===== config.mk =====
export PLATFORM = sky130hd
export DESIGN_NAME = deadline_timer_table_top
export DESIGN_NICKNAME = d
export VERILOG_FILES = /design/src/dtt_pkg.sv /design/src/deadline_timer_table_top.sv
export SDC_FILE = /design/constraint.sdc
export NUM_CORES = 2
export LEC_CHECK = 0
export BUFFER_PORTS_ARGS = -buffer_cell sky130_fd_sc_hd__buf_2
export CORE_MARGIN = 2
export CORE_UTILIZATION = 40
export DETAILED_ROUTE_END_ITERATION = 10
export GPL_ROUTABILITY_DRIVEN = 0
export HOLD_SLACK_MARGIN = 0.03
export PLACE_DENSITY = 0.63
export SLEW_MARGIN = 30
export SYNTH_ARGS = -nofsm -noshare
export SYNTH_HDL_FRONTEND = slang
export SYNTH_SLANG_ARGS = --single-unit

===== constraint.sdc =====
create_clock -name aclk -period 8.3 [get_ports aclk]
set_clock_uncertainty 0.1 [all_clocks]
set_input_delay 0 -clock aclk [delete_from_list [all_inputs] [get_ports aclk]]
set_output_delay 0 -clock aclk [all_outputs]
set_load 0.005 [all_outputs]

===== src/dtt_pkg.sv =====
// Package for the deadline timer table: payload structs, function codes,
// result kinds and the sequencer state type. No dependencies.
`default_nettype none
package dtt_pkg;
    localparam int unsigned FUNC_W = 3;
    localparam int unsigned KIND_W = 2;
    localparam int unsigned ID_W = 32;
    localparam int unsigned DUR_W = 32;
    localparam int unsigned TIME_W = 48;
    localparam int unsigned CFG_IDX_W = 1;
    localparam int unsigned CFG_DATA_W = 5;
    localparam int unsigned MAX_ACT_W = 5;
    localparam int unsigned OUT_MAX = 16;

    localparam logic [FUNC_W-1:0] FUNC_START  = 3'd0;
    localparam logic [FUNC_W-1:0] FUNC_UPDATE = 3'd1;
    localparam logic [FUNC_W-1:0] FUNC_CANCEL = 3'd2;
    localparam logic [FUNC_W-1:0] FUNC_END    = 3'd3;
    localparam logic [FUNC_W-1:0] FUNC_QUERY  = 3'd4;
    localparam logic [FUNC_W-1:0] FUNC_TICK   = 3'd5;

    localparam logic [KIND_W-1:0] KIND_REPLY    = 2'd0;
    localparam logic [KIND_W-1:0] KIND_TIMEOUT  = 2'd1;
    localparam logic [KIND_W-1:0] KIND_CANCELED = 2'd2;

    localparam logic [CFG_IDX_W-1:0] CFG_MAX_ACTIVE  = 1'd0;
    localparam logic [CFG_IDX_W-1:0] CFG_WATCHDOG_ON = 1'd1;

    localparam logic [TIME_W-1:0] TIME_MAX = {TIME_W{1'b1}};

    typedef struct packed {
        logic [FUNC_W-1:0] func;
        logic [ID_W-1:0]   op_id;
        logic [DUR_W-1:0]  duration_ms;
    } req_t;

    typedef struct packed {
        logic [KIND_W-1:0] kind;
        logic [ID_W-1:0]   result_id;
        logic [TIME_W-1:0] remaining_ms;
        logic              past_due;
        logic              is_cancel;
        logic              found;
        logic              last;
    } rsp_t;

    typedef enum logic [2:0] {
        ST_IDLE,
        ST_WALK,
        ST_APPLY,
        ST_SCAN,
        ST_FLUSH,
        ST_EMIT,
        ST_SEND
    } state_t;
endpackage
`default_nettype wire


===== src/deadline_timer_table_top.sv =====
// Deadline timer table top level: slot memory, shared slot walker and
// sequencer in one module. Depends on dtt_pkg.
//
//  channel | dir | ports                     | handshake
//  request | in  | s_valid s_ready s_data    | valid/ready
//  result  | out | m_valid m_ready m_data    | valid/ready
//  config  | in  | cfg_we cfg_index cfg_data | write enable, no wait
//
// Start, update, cancel and end pass through the accept cycle, a walk of one slot per
// cycle through one id compare unit, the apply step and the send step before the next
// request is taken. A query adds an emit step to read the deadline.
// A tick without a scan is taken in its accept cycle. A scanning tick walks every slot,
// then a flush step sends the held event, if any, as the last result.
// A waiting result holds the sequencer; in a scan the walk stops only when a second
// expired slot is found while one event is still held. Reset is synchronous.
`default_nettype none
module deadline_timer_table_top #(
    parameter int unsigned ENTRIES = 16,
    parameter int unsigned PERIOD = 100
) (
    input  wire logic                           aclk,
    input  wire logic                           aresetn,
    input  wire logic                           s_valid,
    output logic                                s_ready,
    input  wire dtt_pkg::req_t                  s_data,
    output logic                                m_valid,
    input  wire logic                           m_ready,
    output dtt_pkg::rsp_t                       m_data,
    input  wire logic                           cfg_we,
    input  wire logic [dtt_pkg::CFG_IDX_W-1:0]  cfg_index,
    input  wire logic [dtt_pkg::CFG_DATA_W-1:0] cfg_data
);
    localparam int unsigned IDX_W = (ENTRIES > 1) ? $clog2(ENTRIES) : 1;
    localparam int unsigned CNT_W = $clog2(ENTRIES + 1);
    localparam int unsigned SCAN_W = $clog2(PERIOD + 1);

    logic [dtt_pkg::ID_W-1:0]   id_mem [ENTRIES];
    logic [dtt_pkg::TIME_W-1:0] dl_mem [ENTRIES];
    logic [ENTRIES-1:0]         valid_reg, valid_next;
    logic [ENTRIES-1:0]         canc_reg;

    dtt_pkg::state_t state_reg, state_next;
    dtt_pkg::req_t   req_reg;
    dtt_pkg::rsp_t   out_reg, out_next;
    logic            out_valid_reg, out_valid_next;
    logic [IDX_W-1:0] idx_reg, idx_next;
    logic [CNT_W-1:0] live_reg, live_next;
    logic            hit_reg, hit_next;
    logic [IDX_W-1:0] hit_idx_reg, hit_idx_next;
    logic [dtt_pkg::ID_W-1:0] next_id_reg, next_id_next;
    logic [dtt_pkg::TIME_W-1:0] clock_reg, clock_next;
    logic [SCAN_W-1:0] scan_reg, scan_next;
    logic [dtt_pkg::MAX_ACT_W-1:0] max_active_reg;
    logic            wd_reg;

    // The scan keeps one event held back so that the final one can carry last.
    logic                       pend_reg, pend_next;
    logic [dtt_pkg::ID_W-1:0]   pend_id_reg, pend_id_next;
    logic [CNT_W-1:0]           evt_cnt_reg, evt_cnt_next;

    logic [dtt_pkg::ID_W-1:0]   rd_id_reg;
    logic [dtt_pkg::TIME_W-1:0] rd_dl_reg;
    logic [dtt_pkg::TIME_W:0]   dl_sum;
    logic [dtt_pkg::TIME_W-1:0] new_dl;
    logic            wr_en, wr_id_en;
    logic [IDX_W-1:0] wr_idx;
    logic            canc_set;
    logic            last_idx, out_free, expired_here, take;

    assign dl_sum = {1'b0, clock_reg} + {{(dtt_pkg::TIME_W + 1 - dtt_pkg::DUR_W){1'b0}},
                                         req_reg.duration_ms};
    assign new_dl = dl_sum[dtt_pkg::TIME_W] ? dtt_pkg::TIME_MAX
                                            : dl_sum[dtt_pkg::TIME_W-1:0];
    assign last_idx = (idx_reg == IDX_W'(ENTRIES - 1));
    assign out_free = !out_valid_reg || m_ready;
    assign expired_here = valid_reg[idx_reg] && !canc_reg[idx_reg] && (clock_reg > rd_dl_reg);
    assign take = expired_here && (32'(evt_cnt_reg) < dtt_pkg::OUT_MAX);

    assign s_ready = (state_reg == dtt_pkg::ST_IDLE);
    assign m_valid = out_valid_reg;
    assign m_data = out_reg;

    always_ff @(posedge aclk) begin
        if (wr_en) begin
            dl_mem[wr_idx] <= new_dl;
        end
        if (wr_id_en) begin
            id_mem[wr_idx] <= next_id_reg;
        end
        rd_id_reg <= id_mem[idx_next];
        rd_dl_reg <= dl_mem[idx_next];
        if (wr_id_en) begin
            canc_reg[wr_idx] <= 1'b0;
        end else if (canc_set) begin
            canc_reg[wr_idx] <= 1'b1;
        end
        out_reg <= out_next;
        pend_id_reg <= pend_id_next;
        if (s_valid && s_ready) begin
            req_reg <= s_data;
        end
    end

    always_ff @(posedge aclk) begin
        if (!aresetn) begin
            state_reg <= dtt_pkg::ST_IDLE;
            valid_reg <= '0;
            out_valid_reg <= 1'b0;
            idx_reg <= '0;
            live_reg <= '0;
            hit_reg <= 1'b0;
            hit_idx_reg <= '0;
            next_id_reg <= 32'd1;
            clock_reg <= '0;
            scan_reg <= '0;
            max_active_reg <= 5'd16;
            wd_reg <= 1'b0;
            pend_reg <= 1'b0;
            evt_cnt_reg <= '0;
        end else begin
            state_reg <= state_next;
            valid_reg <= valid_next;
            out_valid_reg <= out_valid_next;
            idx_reg <= idx_next;
            live_reg <= live_next;
            hit_reg <= hit_next;
            hit_idx_reg <= hit_idx_next;
            next_id_reg <= next_id_next;
            clock_reg <= clock_next;
            scan_reg <= scan_next;
            pend_reg <= pend_next;
            evt_cnt_reg <= evt_cnt_next;
            if (cfg_we && cfg_index == dtt_pkg::CFG_MAX_ACTIVE) begin
                max_active_reg <= cfg_data;
            end
            if (cfg_we && cfg_index == dtt_pkg::CFG_WATCHDOG_ON) begin
                wd_reg <= cfg_data[0];
            end
        end
    end

    always_comb begin
        state_next = state_reg;
        valid_next = valid_reg;
        out_next = out_reg;
        out_valid_next = out_valid_reg && !m_ready;
        idx_next = idx_reg;
        live_next = live_reg;
        hit_next = hit_reg;
        hit_idx_next = hit_idx_reg;
        next_id_next = next_id_reg;
        clock_next = clock_reg;
        scan_next = scan_reg;
        pend_next = pend_reg;
        pend_id_next = pend_id_reg;
        evt_cnt_next = evt_cnt_reg;
        wr_en = 1'b0;
        wr_id_en = 1'b0;
        wr_idx = hit_idx_reg;
        canc_set = 1'b0;
        case (state_reg)
            dtt_pkg::ST_IDLE: begin
                idx_next = '0;
                live_next = '0;
                hit_next = 1'b0;
                hit_idx_next = '0;
                pend_next = 1'b0;
                evt_cnt_next = '0;
                if (s_valid) begin
                    if (s_data.func == dtt_pkg::FUNC_TICK) begin
                        if (clock_reg != dtt_pkg::TIME_MAX) begin
                            clock_next = clock_reg + 1'b1;
                        end
                        if (wd_reg) begin
                            if (scan_reg + 1'b1 >= SCAN_W'(PERIOD)) begin
                                scan_next = '0;
                                state_next = dtt_pkg::ST_SCAN;
                            end else begin
                                scan_next = scan_reg + 1'b1;
                            end
                        end
                    end else if (s_data.func <= dtt_pkg::FUNC_QUERY) begin
                        state_next = dtt_pkg::ST_WALK;
                    end
                end
            end
            dtt_pkg::ST_WALK: begin
                if (req_reg.func == dtt_pkg::FUNC_START) begin
                    if (valid_reg[idx_reg]) begin
                        live_next = live_reg + 1'b1;
                    end else if (!hit_reg) begin
                        hit_next = 1'b1;
                        hit_idx_next = idx_reg;
                    end
                end else if (!hit_reg && valid_reg[idx_reg] && rd_id_reg == req_reg.op_id) begin
                    hit_next = 1'b1;
                    hit_idx_next = idx_reg;
                end
                idx_next = idx_reg + 1'b1;
                if (last_idx) begin
                    idx_next = '0;
                    state_next = dtt_pkg::ST_APPLY;
                end
            end
            dtt_pkg::ST_APPLY: begin
                idx_next = hit_idx_reg;
                if (out_free) begin
                    out_valid_next = 1'b1;
                    out_next = '0;
                    out_next.last = 1'b1;
                    out_next.result_id = req_reg.op_id;
                    out_next.found = hit_reg;
                    state_next = dtt_pkg::ST_SEND;
                    case (req_reg.func)
                        dtt_pkg::FUNC_START: begin
                            if (hit_reg && (32'(live_reg) < 32'(max_active_reg))) begin
                                out_next.result_id = next_id_reg;
                                wr_en = 1'b1;
                                wr_id_en = 1'b1;
                                valid_next[hit_idx_reg] = 1'b1;
                                next_id_next = (next_id_reg == '1) ? 32'd1 : next_id_reg + 1'b1;
                            end else begin
                                out_next.result_id = '0;
                                out_next.found = 1'b0;
                            end
                        end
                        dtt_pkg::FUNC_UPDATE: begin
                            wr_en = hit_reg;
                        end
                        dtt_pkg::FUNC_CANCEL: begin
                            if (hit_reg) begin
                                canc_set = 1'b1;
                                out_next.kind = dtt_pkg::KIND_CANCELED;
                            end
                        end
                        dtt_pkg::FUNC_END: begin
                            if (hit_reg) begin
                                valid_next[hit_idx_reg] = 1'b0;
                            end
                        end
                        dtt_pkg::FUNC_QUERY: begin
                            out_valid_next = 1'b0;
                            state_next = dtt_pkg::ST_EMIT;
                        end
                        default: begin
                            out_valid_next = 1'b0;
                            state_next = dtt_pkg::ST_IDLE;
                        end
                    endcase
                end
            end
            dtt_pkg::ST_EMIT: begin
                if (out_free) begin
                    out_valid_next = 1'b1;
                    out_next = '0;
                    out_next.last = 1'b1;
                    out_next.result_id = req_reg.op_id;
                    if (hit_reg) begin
                        out_next.found = 1'b1;
                        out_next.remaining_ms = (rd_dl_reg > clock_reg) ? rd_dl_reg - clock_reg
                                                                        : '0;
                        out_next.past_due = clock_reg > rd_dl_reg;
                        out_next.is_cancel = canc_reg[idx_reg];
                    end else begin
                        out_next.is_cancel = 1'b1;
                    end
                    state_next = dtt_pkg::ST_SEND;
                end
            end
            dtt_pkg::ST_SCAN: begin
                if (!(take && pend_reg) || out_free) begin
                    if (take) begin
                        pend_next = 1'b1;
                        pend_id_next = rd_id_reg;
                        evt_cnt_next = evt_cnt_reg + 1'b1;
                        if (pend_reg) begin
                            out_valid_next = 1'b1;
                            out_next = '0;
                            out_next.kind = dtt_pkg::KIND_TIMEOUT;
                            out_next.result_id = pend_id_reg;
                            out_next.found = 1'b1;
                        end
                    end
                    idx_next = idx_reg + 1'b1;
                    if (last_idx) begin
                        idx_next = '0;
                        state_next = dtt_pkg::ST_FLUSH;
                    end
                end
            end
            dtt_pkg::ST_FLUSH: begin
                if (!pend_reg) begin
                    state_next = dtt_pkg::ST_IDLE;
                end else if (out_free) begin
                    out_valid_next = 1'b1;
                    out_next = '0;
                    out_next.kind = dtt_pkg::KIND_TIMEOUT;
                    out_next.result_id = pend_id_reg;
                    out_next.found = 1'b1;
                    out_next.last = 1'b1;
                    pend_next = 1'b0;
                    state_next = dtt_pkg::ST_SEND;
                end
            end
            dtt_pkg::ST_SEND: begin
                if (m_ready) begin
                    state_next = dtt_pkg::ST_IDLE;
                end
            end
            default: begin
                state_next = dtt_pkg::ST_IDLE;
            end
        endcase
        if (cfg_we && cfg_index == dtt_pkg::CFG_WATCHDOG_ON && !cfg_data[0]) begin
            scan_next = '0;
        end
    end

    a_ready_idle: assert property (@(posedge aclk) disable iff (!aresetn)
        s_ready |-> (state_reg == dtt_pkg::ST_IDLE))
        else $error("ready outside idle");
    a_send_valid: assert property (@(posedge aclk) disable iff (!aresetn)
        (state_reg == dtt_pkg::ST_SEND) |-> out_valid_reg)
        else $error("send state without result");
    a_live_bound: assert property (@(posedge aclk) disable iff (!aresetn)
        live_reg <= CNT_W'(ENTRIES))
        else $error("live count overflow");
    a_pend_scan: assert property (@(posedge aclk) disable iff (!aresetn)
        pend_reg |-> (state_reg == dtt_pkg::ST_SCAN || state_reg == dtt_pkg::ST_FLUSH))
        else $error("held event outside a scan");
    a_out_stable: assert property (@(posedge aclk) disable iff (!aresetn)
        (m_valid && !m_ready) |=> (m_valid && $stable(m_data)))
        else $error("result changed while waiting");
endmodule
`default_nettype wire

==> results <==
- The flow ran to the end, and the final reports show no timing, DRC or antenna violations.
- The number of max-slew violations in the final report is 0.
- The initial antenna violation count was 3.
- The cell type contributing the most total cell area after synthesis is sky130_fd_sc_hd__edfxtp_1.
- The share of total power dissipated in the clock network is 32.3%.
- The static leakage is 28.7 nW.
- In the final routed layout, each cell accounts on average for 24.4 µm.
- Counting flops per register, the top entry is dl_mem.
- The die outline width is 423 µm.
- The total routed wirelength is 193 mm.
- The initial standard-cell utilization of the core is 40.3%.
- The worst register-to-register path has a setup slack of 1.88 ns.
- After clock tree synthesis, the clock-pin slew on the worst setup and hold paths is 0.06 ns.
- For this run, asynchronously set or reset flops after synthesis account for 0%.
- The first global-routing pass estimated 284 mm of wire.
- Setup violations remaining at the end of the flow were counted as 0.
- The HPWL after detailed placement is 109 mm.
- The core region is 174000 µm².
- The clock passes through at most 3 buffers.
- The pin count of the biggest net entering global routing is 162.
- The cell count after synthesis is 5168.
- For the final routed database, the setup TNS stands at 0 ns.
- Counting flops and latches in the post-synthesis netlist gives 1694.
- The first routing iteration left 5251 violations.
- At the worst endpoint, the arrival time is 7.00 ns.
- For this run, the share of the core covered by cells in the final layout is 46.6%.
- In this run the mean area of a mapped cell was 13.6 µm².
- The remaining global-route overflow is 0.
- The register with the most flip-flops in the layout has 768 of them.
- The kind of critical path is flop to flop.
- The count of different cell masters after synthesis is 79.
- In this run, CTS created clock tree buffers numbering 167.
- The worst-case IR drop observed on VDD is 251 µV.
- Setup repair after global routing left no endpoint under its margin.
- The synthesized netlist occupies a cell area of 70400 µm².
- The net count of the mapped netlist is 5338.
- The Yosys warning count is 0.
- The met1 track demand over resource in global routing is 28.7%.
- The critical path goes through inv_1 -> ha_1 -> and4_1 -> or4b_1 -> nor4_2 -> a21boi_1 -> o31ai_1 -> a221oi_4 -> buf_12 -> mux2_2 -> nand3_1 -> o2111ai_1 -> a211o_1.
- The post-route netlist has 14.6% of its cells at a drive strength greater than 1.
- Summed over all nets, the switching power comes to 6.92 mW.
- The overall track demand over capacity in global routing is 21.1%.
- The via count is 45200.
- STA classifies the critical path startpoint as a flop.
- The met3 layer usage reported by global route is 2.69%.
- The end point of the critical path is rd_id_reg[29]$_DFF_P_.
- met2 is the most crowded layer.
- Input and output buffers added on the ports amount to 165.
- The worst flop-to-flop path startpoint is clock_reg[32]$_SDFFE_PN0P_.
- The number of nets in the final layout is 5642.
- The type of element capturing the critical path is a flop.
- The TritonCTS clock tree is built.
- In the routed design, unresolved DRC markers number 0.
- The area enclosed by the die boundary is 179000 µm².
- The via count of the first global-routing pass is 43400.
- Of the total power, combinational logic draws 23.2%.
- Along the worst path, the maximum fanout reaches 153.
- The depth of the worst register-to-register path is 13.
- After layout, the worst path uses 77.4% of the clock period.
- In the global route stage, met2 resource usage came out at 34.3%.
- Measured along the y axis, the die boundary spans 423 µm.
- In this run the power density over the cells is 281 nW/µm².
- The layout overhead on the synthesized area is 15.4%.
- The H-tree was split into 4 levels.
- Pin placement for this block handled 166 I/O pins.
- The number of inserted filler cells in the final layout is 15100.
- The tool flagged a number of max-cap violations equal to 0.
- In this run the core area contains 153 standard-cell rows.
- Measured against its own limit, the worst slew margin works out to 23.4%.
- The clock latency on the worst-skew pair is 0.81 ns.
- In this run the clock root is driven by a sky130_fd_sc_hd__clkbuf_16.
- The worst register-to-register path ends at rd_id_reg[29]$_DFF_P_.
- After synthesis, the largest area contributor takes up 63.2% of total cell area.
- Among all flip-flop cells after synthesis, the most frequent one is sky130_fd_sc_hd__edfxtp_1.
- The number of search-and-repair iterations in the first detailed-routing pass is 8.
- Of the synthesized area, sequential elements account for 69.3%.
- Yosys attributes the largest share of cell area to sky130_fd_sc_hd__edfxtp_1 (63%), sky130_fd_sc_hd__dfxtp_1 (6.1%), sky130_fd_sc_hd__mux2_2 (3.9%).
- The endpoint required time on the critical path is 8.88 ns.
- The final critical delay including setup and external delays is 6.42 ns.
- The delay contributed by the slowest stage of the critical path is 0.77 ns.
- The switching fraction of total power is 30.3%.
- The clock net in this run drives a total of 1694 sinks.
- The final count of hold timing violations is 0.
- The slowest cell on the critical path is sky130_fd_sc_hd__a221oi_4.
- Static timing analysis puts the maximum clock frequency at 156 MHz.
- The sequential cell fraction of total power is 44.5%.
- The average vias per placed instance is 5.69.
- The detail route stage leaves a number of antenna-violating nets equal to 0.
- The number of enable-type register cells in the synthesized netlist is 1481.
- In this run the worst hold path is classified as primary input to flop.
- The origin of the worst setup path is clock_reg[32]$_SDFFE_PN0P_.
- The internal portion of the total power is 15.9 mW.
- The transition time at the pin with the least slew margin is 1.15 ns.
[kinds of logic after synthesis]
family / after synthesis / synth area share (%)
AOI/OAI and AO/OA: 963 / 9.34
xor gates and xnor gates: 174 / 2.17
adders and majority gates: 92 / 1.66
buffers and inverters: 399 / 2.28
DFF: 1694 / 69.3
muxes: 355 / 5.66
and+or+nand+nor: 1491 / 9.64
[worst min-delay path by stage]
stage | start | end | slack (ns) | cells after the start
2_1_floorplan | s_data[0] | req_reg[0]$_DFFE_PP_ | -0.001 | 0
3_3_place_gp | s_data[9] | req_reg[9]$_DFFE_PP_ | 0.08 | 1
3_5_place_dp | s_data[32] | req_reg[32]$_DFFE_PP_ | 0.08 | 1
4_1_cts | aresetn | m_valid$_SDFF_PN0_ | 0.17 | 4
5_1_grt | aresetn | m_valid$_SDFF_PN0_ | 0.20 | 4
6_report | aresetn | m_valid$_SDFF_PN0_ | 0.23 | 4
[power groups by stage]
stage	registers, mW	logic [mW]	clock network [mW]
4_1_cts	10.2	5.26	7.51
5_1_grt	10.2	5.73	7.82
3_5_place_dp	10.4	5.17	0
6_report	10.2	5.29	7.40
3_3_place_gp	10.4	5.11	0
2_1_floorplan	10.2	3.65	0
[placed cells by master (no fill, tap or decap), types with 32 or more instances in the layout]
cell type                       synthesis  routed
sky130_fd_sc_hd__xnor2_1               82      82
sky130_fd_sc_hd__clkbuf_16              0     168
sky130_fd_sc_hd__edfxtp_1            1481    1481
sky130_fd_sc_hd__a222oi_1              32      32
sky130_fd_sc_hd__a211o_1               84      84
sky130_fd_sc_hd__ha_1                  90      90
sky130_fd_sc_hd__dlygate4sd3_1          0     163
sky130_fd_sc_hd__clkbuf_1             182      60
sky130_fd_sc_hd__inv_1                116     114
sky130_fd_sc_hd__nand2_1              540     538
sky130_fd_sc_hd__a311oi_1              82      82
sky130_fd_sc_hd__nand3_1              396     396
sky130_fd_sc_hd__buf_2                 63     165
sky130_fd_sc_hd__a21oi_1              365     361
sky130_fd_sc_hd__dfxtp_1              213     213
sky130_fd_sc_hd__nor3_1                45      45
sky130_fd_sc_hd__mux2_2               241     241
sky130_fd_sc_hd__o2111ai_1             82      82
sky130_fd_sc_hd__mux2i_1              104     103
sky130_fd_sc_hd__nor2_1               296     261
sky130_fd_sc_hd__buf_4                  3      69
sky130_fd_sc_hd__o21ai_0               77      76
sky130_fd_sc_hd__a21o_1               119     119
sky130_fd_sc_hd__nor2_4                 0      35
sky130_fd_sc_hd__xor2_1                92      92
[per-layer routing]
metal  vias up  wire (µm)
met5         -          0
met4         0       7220
met3       377      14000
met2      1900      91600
met1     22700      80600
li1      20200          -
[what timing repair did]
| item | CTS | global route |
|---|---|---|
| hold buffers | 163 | 0 |
| gates resized for setup | 0 | 0 |
| endpoints found under the hold margin | 140 | 0 |
| endpoints found under the setup margin | 0 | 0 |
| buffers inserted | 0 | 0 |
[cells in the mapped netlist (4+ instances only)]
master	n
sky130_fd_sc_hd__a31oi_1	15
sky130_fd_sc_hd__a211o_1	84
sky130_fd_sc_hd__nor3_1	45
sky130_fd_sc_hd__a211oi_1	15
sky130_fd_sc_hd__xor2_1	92
sky130_fd_sc_hd__a311oi_1	82
sky130_fd_sc_hd__and2_1	30
sky130_fd_sc_hd__a21oi_1	365
sky130_fd_sc_hd__a222oi_1	32
sky130_fd_sc_hd__mux4_2	10
sky130_fd_sc_hd__o21bai_1	14
sky130_fd_sc_hd__and4_1	10
sky130_fd_sc_hd__nand2_1	540
sky130_fd_sc_hd__ha_1	90
sky130_fd_sc_hd__buf_1	31
sky130_fd_sc_hd__or3_1	15
sky130_fd_sc_hd__or2_2	4
sky130_fd_sc_hd__nand2b_1	20
sky130_fd_sc_hd__and3_1	31
sky130_fd_sc_hd__o21a_1	22
sky130_fd_sc_hd__a221oi_1	8
sky130_fd_sc_hd__o211ai_1	7
sky130_fd_sc_hd__mux2_2	241
sky130_fd_sc_hd__nor2_1	296
sky130_fd_sc_hd__nand3_1	396
sky130_fd_sc_hd__inv_1	116
sky130_fd_sc_hd__xnor2_1	82
sky130_fd_sc_hd__dfxtp_1	213
sky130_fd_sc_hd__buf_2	63
sky130_fd_sc_hd__clkbuf_1	182
sky130_fd_sc_hd__mux2i_1	104
sky130_fd_sc_hd__o21ai_1	6
sky130_fd_sc_hd__a21o_1	119
sky130_fd_sc_hd__o21ai_0	77
sky130_fd_sc_hd__a221o_1	4
sky130_fd_sc_hd__nor3b_1	11
sky130_fd_sc_hd__edfxtp_1	1481
sky130_fd_sc_hd__o2111ai_1	82
sky130_fd_sc_hd__nor2b_1	23
sky130_fd_sc_hd__nand4_1	29
sky130_fd_sc_hd__nor4_1	21
sky130_fd_sc_hd__o31ai_1	5
[layout make-up]
| cell class | count | area, µm² | area share, % |
|---|---|---|---|
| multi-input cells | 3075 | 20500 | 25.2 |
| clock buffers | 246 | 4680 | 5.76 |
| flip-flops and latches | 1694 | 48700 | 60.0 |
| well taps | 2325 | 2910 | 3.58 |
| clock inverters | 65 | 622 | 0.766 |
| repair buffers | 417 | 3360 | 4.14 |
| diodes | 4 | 10.0 | 0.0123 |
| inverters | 117 | 439 | 0.541 |
[per-stage QoR]
step	worst slack [ns]	std cells	total power [mW]	cell area (µm²)	hold WS, ns
2_1_floorplan	0.923	5168	13.8	70400	-0.00113
5_1_grt	1.90	7942	23.8	81200	0.202
3_5_place_dp	2.24	7464	15.5	74200	0.0781
6_report	1.88	7943	22.9	81200	0.232
4_1_cts	2.20	7938	22.9	81200	0.173
3_3_place_gp	1.93	7460	15.5	74100	0.0780
[critical path, delay by kind of cell, from the launching register on]
family          cells  cell delay, ns
simple gates        4            1.73
fa+ha+maj           1            0.44
flops               1            0.46
buf+inv             2            0.69
mux                 1            0.46
compound gates      5            2.01
Note: power is estimated with default switching activity, not from simulation.
